==> config.mk <==
export PLATFORM = sky130hd
export DESIGN_NAME = cttog_queue
export DESIGN_NICKNAME = d
export VERILOG_FILES = /design/src/hdl/cttog_pkg.sv /design/src/hdl/cttog_queue.sv
export SDC_FILE = /design/constraint.sdc
export NUM_CORES = 1
export LEC_CHECK = 0
export ABC_AREA = 1
export ABC_CLOCK_PERIOD_IN_PS = 8050
export BUFFER_PORTS_ARGS = -buffer_cell sky130_fd_sc_hd__buf_2
export CORE_ASPECT_RATIO = 2
export CORE_MARGIN = 1.5
export CORE_UTILIZATION = 42
export CTS_CLUSTER_DIAMETER = 30
export DETAILED_ROUTE_END_ITERATION = 12
export REMOVE_ABC_BUFFERS = 1
export SYNTH_ARGS = -nofsm -noshare
export SYNTH_HDL_FRONTEND = slang
export SYNTH_SLANG_ARGS = --single-unit
==> constraint.sdc <==
create_clock -name i_clk -period 8.05 [get_ports i_clk]
set_clock_uncertainty 0.2 [all_clocks]
set_input_delay 1.61 -clock i_clk [delete_from_list [all_inputs] [get_ports i_clk]]
set_output_delay 1.61 -clock i_clk [all_outputs]
set_load 0.01 [all_outputs]
==> src/hdl/cttog_pkg.sv <==
// shared types, constants and helpers for the capacitive touch toggle
// no dependencies; imported by every module of the block
package cttog_pkg;

    localparam int CFG_IDX_W  = 3;
    localparam int CFG_DATA_W = 32;
    localparam int EDGE_W     = 8;
    localparam int TICK_W     = 32;
    localparam int ROUND_W    = 8;
    localparam int HZ_W       = 32;
    localparam int FRAC_W     = 16;
    localparam int DIV_NUM_W  = 40;
    localparam int DIV_DEN_W  = 32;
    localparam int PROD_W     = HZ_W + FRAC_W;

    localparam int QUEUE_DEPTH_DEF = 4;

    localparam logic [EDGE_W-1:0]  EDGES_RST   = 8'd10;
    localparam logic [ROUND_W-1:0] ROUNDS_RST  = 8'd10;
    localparam logic [HZ_W-1:0]    CLOCK_RST   = 32'd32000000;
    localparam logic [FRAC_W-1:0]  TOUCH_RST   = 16'd55706;
    localparam logic [FRAC_W-1:0]  RELEASE_RST = 16'd58982;

    typedef enum logic [CFG_IDX_W-1:0] {
        CFG_EDGES   = 3'd0,
        CFG_ROUNDS  = 3'd1,
        CFG_CLOCK   = 3'd2,
        CFG_TOUCH   = 3'd3,
        CFG_RELEASE = 3'd4
    } t_cfg_idx;

    typedef struct packed {
        logic pin_level;
    } t_in_item;

    typedef struct packed {
        logic            pull_up_on;
        logic            led_on;
        logic            measure_done;
        logic [HZ_W-1:0] measured_hz;
        logic            baseline_ready;
        logic [HZ_W-1:0] baseline_hz;
    } t_out_item;

    typedef struct packed {
        logic [CFG_IDX_W-1:0]  reg_index;
        logic [CFG_DATA_W-1:0] wdata;
    } t_cfg_item;

    typedef struct packed {
        logic [EDGE_W-1:0]  edges_per_measure;
        logic [ROUND_W-1:0] calibration_rounds;
        logic [HZ_W-1:0]    clock_hz;
        logic [FRAC_W-1:0]  touch_fraction_q16;
        logic [FRAC_W-1:0]  release_fraction_q16;
    } t_cfg_regs;

    typedef struct packed {
        logic              pull_up_on;
        logic              measure_done;
        logic [EDGE_W-1:0] edge_count;
        logic [TICK_W-1:0] tick_count;
    } t_q_entry;

    typedef struct packed {
        logic                 start;
        logic [DIV_NUM_W-1:0] num;
        logic [DIV_DEN_W-1:0] den;
    } t_div_req;

    typedef struct packed {
        logic                 busy;
        logic                 done;
        logic [DIV_NUM_W-1:0] quotient;
    } t_div_rsp;

    typedef enum logic [3:0] {
        BK_IDLE,
        BK_MUL,
        BK_FREQ_GO,
        BK_FREQ_WAIT,
        BK_SUM,
        BK_AVG_GO,
        BK_AVG_WAIT,
        BK_TOUCH,
        BK_RELEASE,
        BK_COMPARE,
        BK_EMIT
    } t_back_state;

    function automatic logic [HZ_W-1:0] sat_hz(input logic [DIV_NUM_W-1:0] v);
        logic [HZ_W-1:0] r;
        r = (|v[DIV_NUM_W-1:HZ_W]) ? {HZ_W{1'b1}} : v[HZ_W-1:0];
        return r;
    endfunction

endpackage

==> src/hdl/cttog_queue.sv <==
// short fifo between front and back ends
// depends on cttog_pkg for the entry type
module cttog_queue
    import cttog_pkg::*;
#(
    parameter int DEPTH = QUEUE_DEPTH_DEF
) (
    input  logic     i_clk,
    input  logic     i_rst_n,
    input  logic     i_push_valid,
    input  t_q_entry i_push_entry,
    output logic     o_push_ready,
    output logic     o_pop_valid,
    output t_q_entry o_pop_entry,
    input  logic     i_pop_ready
);

    localparam int PTR_W = (DEPTH > 1) ? $clog2(DEPTH) : 1;
    localparam int CNT_W = $clog2(DEPTH + 1);

    t_q_entry         r_mem [DEPTH];
    logic [PTR_W-1:0] r_wr;
    logic [PTR_W-1:0] r_rd;
    logic [CNT_W-1:0] r_count;

    logic do_push;
    logic do_pop;

    assign o_push_ready = (r_count != CNT_W'(DEPTH));
    assign o_pop_valid  = (r_count != '0);
    assign o_pop_entry  = r_mem[r_rd];
    assign do_push      = i_push_valid && o_push_ready;
    assign do_pop       = i_pop_ready && o_pop_valid;

    always_ff @(posedge i_clk) begin
        if (!i_rst_n) begin
            r_wr    <= '0;
            r_rd    <= '0;
            r_count <= '0;
        end else begin
            if (do_push) begin
                r_wr <= (r_wr == PTR_W'(DEPTH - 1)) ? '0 : r_wr + 1'b1;
            end
            if (do_pop) begin
                r_rd <= (r_rd == PTR_W'(DEPTH - 1)) ? '0 : r_rd + 1'b1;
            end
            case ({do_push, do_pop})
                2'b10:   r_count <= r_count + 1'b1;
                2'b01:   r_count <= r_count - 1'b1;
                default: r_count <= r_count;
            endcase
        end
    end

    always_ff @(posedge i_clk) begin
        if (do_push) begin
            r_mem[r_wr] <= i_push_entry;
        end
    end

`ifndef ASSERT_OFF
    a_count_track: assert property (@(posedge i_clk) disable iff (!i_rst_n)
        1'b1 |=> (r_count == $past(r_count + CNT_W'(do_push) - CNT_W'(do_pop))))
        else $error("queue fill count lost track of beats");

    a_no_overflow: assert property (@(posedge i_clk) disable iff (!i_rst_n)
        r_count <= CNT_W'(DEPTH))
        else $error("queue fill count beyond depth");

    a_empty_ptrs: assert property (@(posedge i_clk) disable iff (!i_rst_n)
        (r_count == '0) |-> (r_wr == r_rd))
        else $error("queue empty but pointers differ");
`endif

endmodule

==> qor.yml, run 1 <==
die:
  pin_count: 90
  placementRows: 65
  die_x_um: 92.4
  initial_core_util: 0.427
  core_area_um2: 15700
  die_y_um: 182
  die-area_um2: 16800
clocking:
  clkLatencyLatePin_ps: 420
  cts_buffers: 17
  clock_path_buffers: 2
  postCtsHoldBufs: 0
  htreeDepth: 4
  cts-resized-gates: 0
  cts.sink_count: 177
  cts_tree: "done"
  clkTransAtPathRegs_ps: 60
  postCtsSetupBuffers: 0
  cts-root-buf: "clkbuf_16"
power:
  leakage_nw: 2.79
  power_density_nw_per_um2: 324
  ir_worst_vdd_uv: 181
placed_design:
  io_buffers: 89
  hpwl_um: 8060
  place_congestion: 0.763
  place_inst: 746
routing:
  dr.pass1.iters: 4
  drc: 0
  postRouteWirelength_um: 13900
  drt_iter0_markers: 312
  vias: 4110
  wl_per_cell_um: 17.9
  viasPerCell: 5.28
  ant_nets: 0
worst_setup_path:
  worstPathArrival_ps: 2810
  critPathKind: "register to output port"
  path_max_fanout: 85
  cp-start-kind: "register"
  end_kind: "output port"
  cp.required_ps: 6240
  r2r_end: "r_count[2]"
  r2r_slack_ps: 5670
  r2r_cells: 12
  r2r_start: "r_count[1]"
sta:
  fin_crit_ps: 4620
  slew_headroom: 0.420
  fmax_ghz: 0.216
  finalSetupTns_ps: 0
  finalMaxSlewViolations: 0
  grt_setup_unrepaired: "false"
  finalCritPeriodShare: 0.574
  finalHoldViolCount: 0
  worst_slew_pin_slew_ps: 870
  setup_violations: 0
synthesis:
  synthAdderAreaFrac: 0.0142
  avgSynthCellArea_um2: 14.1
  synthCells: 475
  synth_top_family_by_area: "compound AO/OA/AOI/OAI gates"
  synth_simple_gate_area_share: 0.0662
  ys_ff_latch: 177
  ys_seq_area_frac: 0.779
  syn_area_um2: 6710
  synthMuxAreaShare: 0
  synth_xor_area_frac: 0
  synthDistinctLibCells: 18
  synth_compound_area_frac: 0.106
  yosysWarnings: 0
global_route:
  grt-ovfl-total: 0
  grt_pass1_vias: 4209
  track_usage: 0.172
  grt_antenna_before_repair: 0
  grt_max_degree: 86
  grt_pass1_wl_um: 21400
finish:
  layout.nets: 617
  final_layout_size_suffix_gt1_frac: 0.227
  finalNonFillerCells: 778
  diodes: 0
  syn_to_final_growth_pct: 17.0
job:
  cap_violations: 0
run_status:
  run_status: "complete, no violations"
hold_path:
  hp-class: "register to register"
  holdPathStages: 2
  hold_path_startpoint: "r_rd[1]"
## how the worst max path moves through the flow
stage	from	to	slack, ps	cells after the start
2_1_floorplan	register	o_pop_entry[18]	3480	3
3_3_place_gp	register	o_pop_entry[21]	3870	5
3_5_place_dp	register	o_pop_entry[21]	3830	5
4_1_cts	register	o_pop_entry[21]	3370	5
5_1_grt	register	o_pop_entry[40]	3160	6
6_report	register	o_pop_entry[32]	3430	6
## power breakdown
| group | internal, mW | switching (mW) | total [mW] |
|---|---|---|---|
| clock network | 0.394 | 0.330 | 0.723 |
| logic | 0.223 | 0.439 | 0.662 |
| registers | 1.11 | 0.0472 | 1.16 |
| total | 1.73 | 0.816 | 2.54 |
## through the flow
| stage | util | cell area [µm²] | hold WS [ps] | power (mW) | setup WS, ps |
|---|---|---|---|---|---|
| after floorplan | - | 6540 | 283 | 1.55 | 3480 |
| after global placement | 0.467 | 7320 | 310 | 1.83 | 3870 |
| after detailed placement | 0.467 | 7320 | 320 | 1.85 | 3830 |
| after CTS | 0.500 | 7850 | 328 | 2.57 | 3370 |
| after global routing | 0.500 | 7850 | 365 | 2.67 | 3160 |
| final | 0.500 | 7850 | 320 | 2.54 | 3430 |
## final cells by class
cell class	count	area (µm²)
fill	1354	7850
sequential	177	5230
multi-input combinational	255	1280
timing repair buffer	96	498
clock buffer	19	433
tap	201	251
clock inverter	13	90.1
inverter	17	63.8
## critical path, stage by stage (launching register included)
cell,delay [ps]
dfxtp_2,310
buf_4,370
inv_2,500
buf_4,580
o21ai_0,160
o22ai_1,250
buf_2,190
## layer usage
layer	up-vias	wire, µm	global-route usage
met5	-	0	0
met4	0	374	0.0868
met3	23	675	0.0456
met2	108	7550	0.303
met1	2049	5340	0.188
li1	1930	-	-
## layout by cell type, fill, tap and decap left out
cell        synthesis  layout
nand3_1             2       2
buf_4               0       7
nor2_1             97      93
inv_2               1       1
nand4_1             1       1
inv_1              16      16
o22ai_1            42      42
edfxtp_1          168     168
nand2_1            15      15
o21ai_1            24      24
fa_1                1       1
dfxtp_1             9       7
a21oi_1             4       4
o21ai_0            62      62
clkbuf_16           0      17
clkbuf_1           12       2
clkinv_4            0       4
clkinv_2            0       3
ha_1                6       6
nand3b_1            1       1
buf_2               6      89
dfxtp_2             0       2
nor2_4              0       4
inv_6               0       2
clkinvlp_4          0       2
clkinv_1            0       2
## synthesized netlist by cell type, drive strengths merged
master,count,area [µm²]
a21oi,4,20.0
buf,14,120
clkbuf,12,45.0
dfxtp,9,180
edfxtp,168,5040
fa,1,20.0
ha,6,75.1
inv,17,63.8
nand2,15,56.3
nand3,2,10.0
nand3b,1,7.51
nand4,1,6.26
nor2,97,364
o21ai,86,430
o22ai,42,263
## cells by family (layout without fill, tap and decap cells)
family	after synthesis	after routing
adder cells (fa/ha/maj)	7	7
buffers and inverters	43	145
AND/OR/NAND/NOR	116	116
AO/OA/AOI/OAI	132	132
flip-flops	177	177
## sequential cells by signal, summed over array words and instances, names as in the netlist, named ones only
signal / count
r_rd: 2
r_mem: 168
r_count: 3
r_wr: 2
Power figures use the tool's default switching activity.
==> inputs of run 2 (changes only) <==
Settings changed: ABC_CLOCK_PERIOD_IN_PS 8050 to 3800.
Clock period 8.05 ns to 3.8 ns, I/O delays scaled along.
==> qor.yml, run 2 (synthesis gave the netlist of run 1 again) <==
worst_setup_path:
  r2r_slack_ps: 1450  # -4220 ps
  cp_slowest_cell: "buf_4"
  critical_path.top_delay_family: "buffers and inverters"
  crit_chain: "buf_4, o21ai_0, o22ai_1, buf_2"
  worstPathArrival_ps: 2080  # -730 ps
  r2r_cells: 12  # unchanged
  cp.buffers_inverters: 2  # -2
  critPathKind: "register to output port"
  r2r_end: "r_count[2]"
  r2r_start: "r_count[1]"
  path_max_fanout: 84  # -1.2%
  end_kind: "output port"
  cp-start-kind: "register"
  cp.required_ps: 2840  # -3400 ps
  slowest_delay_ps: 650  # +70 ps
routing:
  ant_nets: 0  # unchanged
  viasPerCell: 5.25  # -0.66%
  vias: 4109  # -0.024%
  wl_per_cell_um: 17.5  # -2.4%
  postRouteWirelength_um: 13700  # -1.8%
  drt_iter0_markers: 288  # -7.7%
  drc: 0  # unchanged
  dr.pass1.iters: 4  # unchanged
hold_path:
  hold_path_startpoint: "r_wr[0]"
  worstHoldEndpoint: "r_wr[0]"
  holdPathStages: 2  # unchanged
  hp-class: "register to register"
die:
  pin_count: 90  # unchanged
  core_area_um2: 15700  # unchanged
  die_y_um: 182  # unchanged
  initial_core_util: 0.427  # unchanged
  die_x_um: 92.4  # unchanged
  placementRows: 65  # unchanged
  die-area_um2: 16800  # unchanged
finish:
  num-fill-cells: 1361  # +0.52%
  final_layout_size_suffix_gt1_frac: 0.233  # +0.00572
  largest_register: "r_mem"
  largest_reg_flops: 168  # unchanged
  final_cell_mix: "edfxtp_1, nor2_1, buf_2, o21ai_0, o22ai_1"
  layout.nets: 620  # +0.49%
  syn_to_final_growth_pct: 18.5
  final_common_cell: "edfxtp_1"
  final_area_um2: 7940  # +1.2%
  reg_top3: "r_mem: 168 flops, r_count: 3 flops"
  finalNonFillerCells: 783  # +0.64%
power:
  ir_worst_vdd_uv: 376  # +110%
  power_density_nw_per_um2: 697  # +120%
  power_mw: 5.53  # +120%
  leakage_nw: 2.85  # +2.2%
sta:
  fmax_ghz: 0.329
  fin_crit_ps: 3040
  grt_setup_unrepaired: "false"
  worst_slew_pin_slew_ps: 813  # -57.0 ps
  finalMaxSlewViolations: 0  # unchanged
  finalHoldViolCount: 0  # unchanged
  finalCritPeriodShare: 0.799
  setup_violations: 0  # unchanged
  finalSetupTns_ps: 0  # unchanged
  slew_headroom: 0.458  # +0.0380
  fin_ws_ps: 762  # -2660 ps
placed_design:
  place_congestion: 0.753  # -1.3%
  hpwl_um: 7930  # -1.6%
  dpl_worst_slack_ps: 1160  # -2670 ps
  io_buffers: 89  # unchanged
  placed_area_um2: 7360  # +0.48%
  place_inst: 749  # +0.40%
clocking:
  postCtsHoldBufs: 0  # unchanged
  htreeDepth: 4  # unchanged
  postCtsSetupBuffers: 0  # unchanged
  clock_path_buffers: 2  # unchanged
  clkLatencyLatePin_ps: 420  # about the same
  cts-resized-gates: 0  # unchanged
  cts_tree: "done"
  cts_buffers: 17  # unchanged
  clkTransAtPathRegs_ps: 60  # about the same
  cts-root-buf: "clkbuf_16"
  cts.sink_count: 177  # unchanged
global_route:
  grt-ovfl-total: 0  # unchanged
  grt_max_degree: 85  # -1.2%
  grt_pass1_wl_um: 22000  # +2.5%
  grt_pass1_vias: 4368  # +3.8%
  track_usage: 0.175  # +0.00216
  grt_antenna_before_repair: 1  # +1
job:
  cap_violations: 0  # unchanged
run_status:
  run_status: "complete, no violations"
run 2: cell types whose count changed in the layout (fill, tap and decap cells not counted), sizes merged:
cell	previous run	this run
clkbuf	19	26
clkinvlp	2	0
buf	96	99
clkinv	9	2
diode	0	2
inv	19	21
run 2: worst min-delay path, delay by kind of cell (launching register included):
family	cells	cell delay (ps)
compound gates	1	120
flops	1	340
simple gates	1	50
run 2: how the worst max path moves through the flow:
| stage | startpoint | endpoint | slack (ps) | cells past startpoint |
|---|---|---|---|---|
| 2_1_floorplan | register | o_pop_entry[18] | 80 | 3 |
| 3_3_place_gp | register | o_pop_entry[40] | 1200 | 4 |
| 3_5_place_dp | i_push_valid | r_count[2] | 1160 | 11 |
| 4_1_cts | register | o_pop_entry[40] | 740 | 4 |
| 5_1_grt | register | o_pop_entry[40] | 590 | 4 |
| 6_report | register | o_pop_entry[20] | 760 | 4 |
run 2: layout make-up:
type / instances / area (µm²) / share of cell area
inverters: 17 / 63.8 / 0.00803
flip-flops and latches: 177 / 5230 / 0.658
well taps: 201 / 251 / 0.0317
repair buffers: 99 / 533 / 0.0671
diodes: 2 / 5.00 / 0.000630
multi-input cells: 255 / 1280 / 0.161
clock inverters: 6 / 38.8 / 0.00488
clock buffers: 26 / 542 / 0.0682
run 2: routing by layer:
layer	vias to the layer above	global-route usage	part of all wire
li1	1939	-	-
met3	19	0.0415	0.044
met2	96	0.304	0.54
met4	0	0.0935	0.026
met1	2055	0.194	0.39
met5	-	0	0
run 2: through the flow:
step                      utilization  hold WS, ps
after detailed placement        0.469          328
final                           0.506          342
after global placement          0.469          314
after floorplan                     -          283
after global routing            0.506          337
after CTS                       0.506          333
run 2: power by group:
part	switching, mW	internal (mW)	leakage [nW]	total (mW)
Combinational	0.961	0.491	0.940	1.45
Clock	0.673	0.987	0.292	1.66
Sequential	0.0726	2.35	1.62	2.42
Total	1.71	3.83	2.85	5.53
==> inputs of run 3 (changes only) <==
Settings changed: ABC_AREA 1 to 0, ABC_CLOCK_PERIOD_IN_PS 3800 to 2950.
Clock period 3.8 ns to 2.95 ns, I/O delays scaled along.
==> qor.yml, run 3 <==
finish:
  layout.nets: 436  # -30%
  reg_top3: "r_mem: 168 flops, r_count: 3 flops"
  diodes: 0  # -2
  final_common_cell: "edfxtp_1"
  final_layout_size_suffix_gt1_frac: 0.458  # +0.225
  largest_register: "r_mem"
  num-fill-cells: 1253  # -7.9%
  final_cell_mix: "edfxtp_1, buf_2, mux4_2, clkbuf_16"
  largest_reg_flops: 168  # unchanged
  syn_to_final_growth_pct: 20.3
routing:
  wl_per_cell_um: 19.8  # +13%
  postRouteWirelength_um: 11700  # -14%
  dr.pass1.iters: 6  # +2
  vias: 3052  # -26%
  viasPerCell: 5.15  # -1.9%
  ant_nets: 0  # unchanged
  drc: 0  # unchanged
  drt_iter0_markers: 153  # -47%
worst_setup_path:
  slowest_delay_ps: 630  # -20 ps
  path_max_fanout: 21  # -75%
  r2r_cells: 9  # -3
  r2r_end: "r_count[2]"
  r2r_slack_ps: 210  # -1240 ps
  worstPathArrival_ps: 2000  # -80 ps
  cp-start-kind: "register"
  cp.buffers_inverters: 2  # unchanged
  critPathKind: "register to output port"
  crit_chain: "buf_4, mux4_2, buf_2"
  end_kind: "output port"
  r2r_start: "r_count[2]"
  critical_path.top_delay_family: "flip-flops"
  cp.required_ps: 2160  # -680 ps
  cp_slowest_cell: "dfxtp_4"
synthesis:
  ys_ff_latch: 177  # unchanged
  ys.flop_type: "edfxtp_1"
  synth_most_common_cell: "edfxtp_1"
  synthTopCellsByCount: "edfxtp_1, mux4_2, dfxtp_1, inv_1"
  postSynth.asyncResetShare: 0  # unchanged
  synth_top_area_share: 0.770  # +0.0180
  synth_top_area_cell: "edfxtp_1"
  ys_seq_area_frac: 0.798  # +0.0186
  synthTopCellsByArea: "edfxtp_1, mux4_2, dfxtp_1"
  avgSynthCellArea_um2: 23.7  # +68%
  yosysWarnings: 0  # unchanged
  synthCells: 276  # -42%
  syn_area_um2: 6550  # -2.3%
  synth_edf_count: 168  # unchanged
  synthDistinctLibCells: 27  # +9
hold_path:
  holdPathStages: 1  # -1
  worstHoldEndpoint: "r_mem[3][8]"
  hp-class: "input pin to register"
  hold_path_startpoint: "i_push_entry[8]"
sta:
  grt_setup_unrepaired: "false"
  finalMaxSlewViolations: 0  # unchanged
  slew_headroom: 0.602  # +0.144
  finalSetupTns_ps: 0  # unchanged
  setup_violations: 0  # unchanged
  finalCritPeriodShare: 0.945
  hold_slack_ps: 183  # -158 ps
  worst_slew_pin_slew_ps: 597  # -216 ps
  fin_crit_ps: 2790
  finalHoldViolCount: 0  # unchanged
  fmax_ghz: 0.359
clocking:
  cts.sink_count: 177  # unchanged
  clkLatencyLatePin_ps: 420  # about the same
  cts_buffers: 17  # unchanged
  postCtsHoldBufs: 0  # unchanged
  htreeDepth: 4  # unchanged
  postCtsSetupBuffers: 0  # unchanged
  cts-root-buf: "clkbuf_16"
  clkTransAtPathRegs_ps: 70  # about the same
  clock_path_buffers: 2  # unchanged
  cts-resized-gates: 0  # unchanged
  cts_tree: "done"
global_route:
  grt_pass1_vias: 3394  # -22%
  grt_antenna_before_repair: 0  # -1
  grt_pass1_wl_um: 18600  # -15%
  grt-ovfl-total: 0  # unchanged
  track_usage: 0.155  # -0.0194
  grt_max_degree: 43  # -49%
die:
  die_y_um: 180  # -1.2%
  die_x_um: 91.3  # -1.1%
  core_area_um2: 15300  # -2.6%
  pin_count: 90  # unchanged
  placementRows: 64  # -1.5%
  die-area_um2: 16400  # -2.3%
  initial_core_util: 0.428  # +0.000994
placed_design:
  place_congestion: 0.703  # -6.6%
  hpwl_um: 7290  # -8.2%
  io_buffers: 89  # unchanged
power:
  leakage_nw: 2.68  # -6.0%
  power_density_nw_per_um2: 850  # +22%
  ir_worst_vdd_uv: 466  # +24%
job:
  cap_violations: 0  # unchanged
run_status:
  run_status: "complete, no violations"
run 3: worst max-delay path by stage:
stage / end / depth (start not counted) / startpoint
final: o_pop_entry[36] / 3 / register
after global routing: o_pop_entry[21] / 3 / register
after CTS: o_pop_entry[36] / 3 / register
after detailed placement: r_count[2] / 9 / r_count[2]
after global placement: r_count[2] / 9 / r_count[2]
after floorplan: o_pop_entry[0] / 1 / register
run 3: power by group:
group / total (mW) / switching, mW / internal (mW)
Clock: 2.10 / 0.934 / 1.17
Sequential: 3.18 / 0.150 / 3.03
Combinational: 1.42 / 0.686 / 0.730
Total: 6.70 / 1.77 / 4.93
run 3: area by class of cell:
class / count / area (µm²) / area share
Sequential cell: 177 / 5230 / 0.663
Multi-Input combinational cell: 80 / 1230 / 0.156
Timing Repair Buffer: 100 / 591 / 0.0749
Clock buffer: 17 / 425 / 0.0540
Tap cell: 198 / 248 / 0.0314
Clock inverter: 14 / 133 / 0.0168
Inverter: 7 / 26.3 / 0.00333
run 3: layer usage:
metal  wire length [µm]  vias up  track usage  part of all wire
li1                   -     1362            -                 -
met1               4480     1584        0.177              0.38
met2               6430       89        0.267              0.55
met3                505       17       0.0406             0.043
met4                333        0       0.0775             0.028
met5                  0        -            0                 0
run 3: logic make-up after synthesis:
family | count (synthesis) | synth area share
DFF | 177 | 0.798
AOI/OAI and AO/OA | 7 | 0.00611
xor gates and xnor gates | 2 | 0.00267
adders and majority gates | 7 | 0.0145
and+or+nand+nor | 21 | 0.0183
buffers and inverters | 19 | 0.0147
muxes | 43 | 0.146
run 3: through the flow:
stage | setup slack, ps | std cells | utilization | area (µm²) | power [mW]
2_1_floorplan | -373 | 264 | - | 6480 | 4.07
3_3_place_gp | 355 | 562 | 0.479 | 7320 | 4.65
3_5_place_dp | 220 | 562 | 0.479 | 7320 | 4.70
4_1_cts | 81.9 | 593 | 0.515 | 7880 | 6.81
5_1_grt | 8.42 | 593 | 0.515 | 7880 | 7.00
6_report | 162 | 593 | 0.515 | 7880 | 6.70
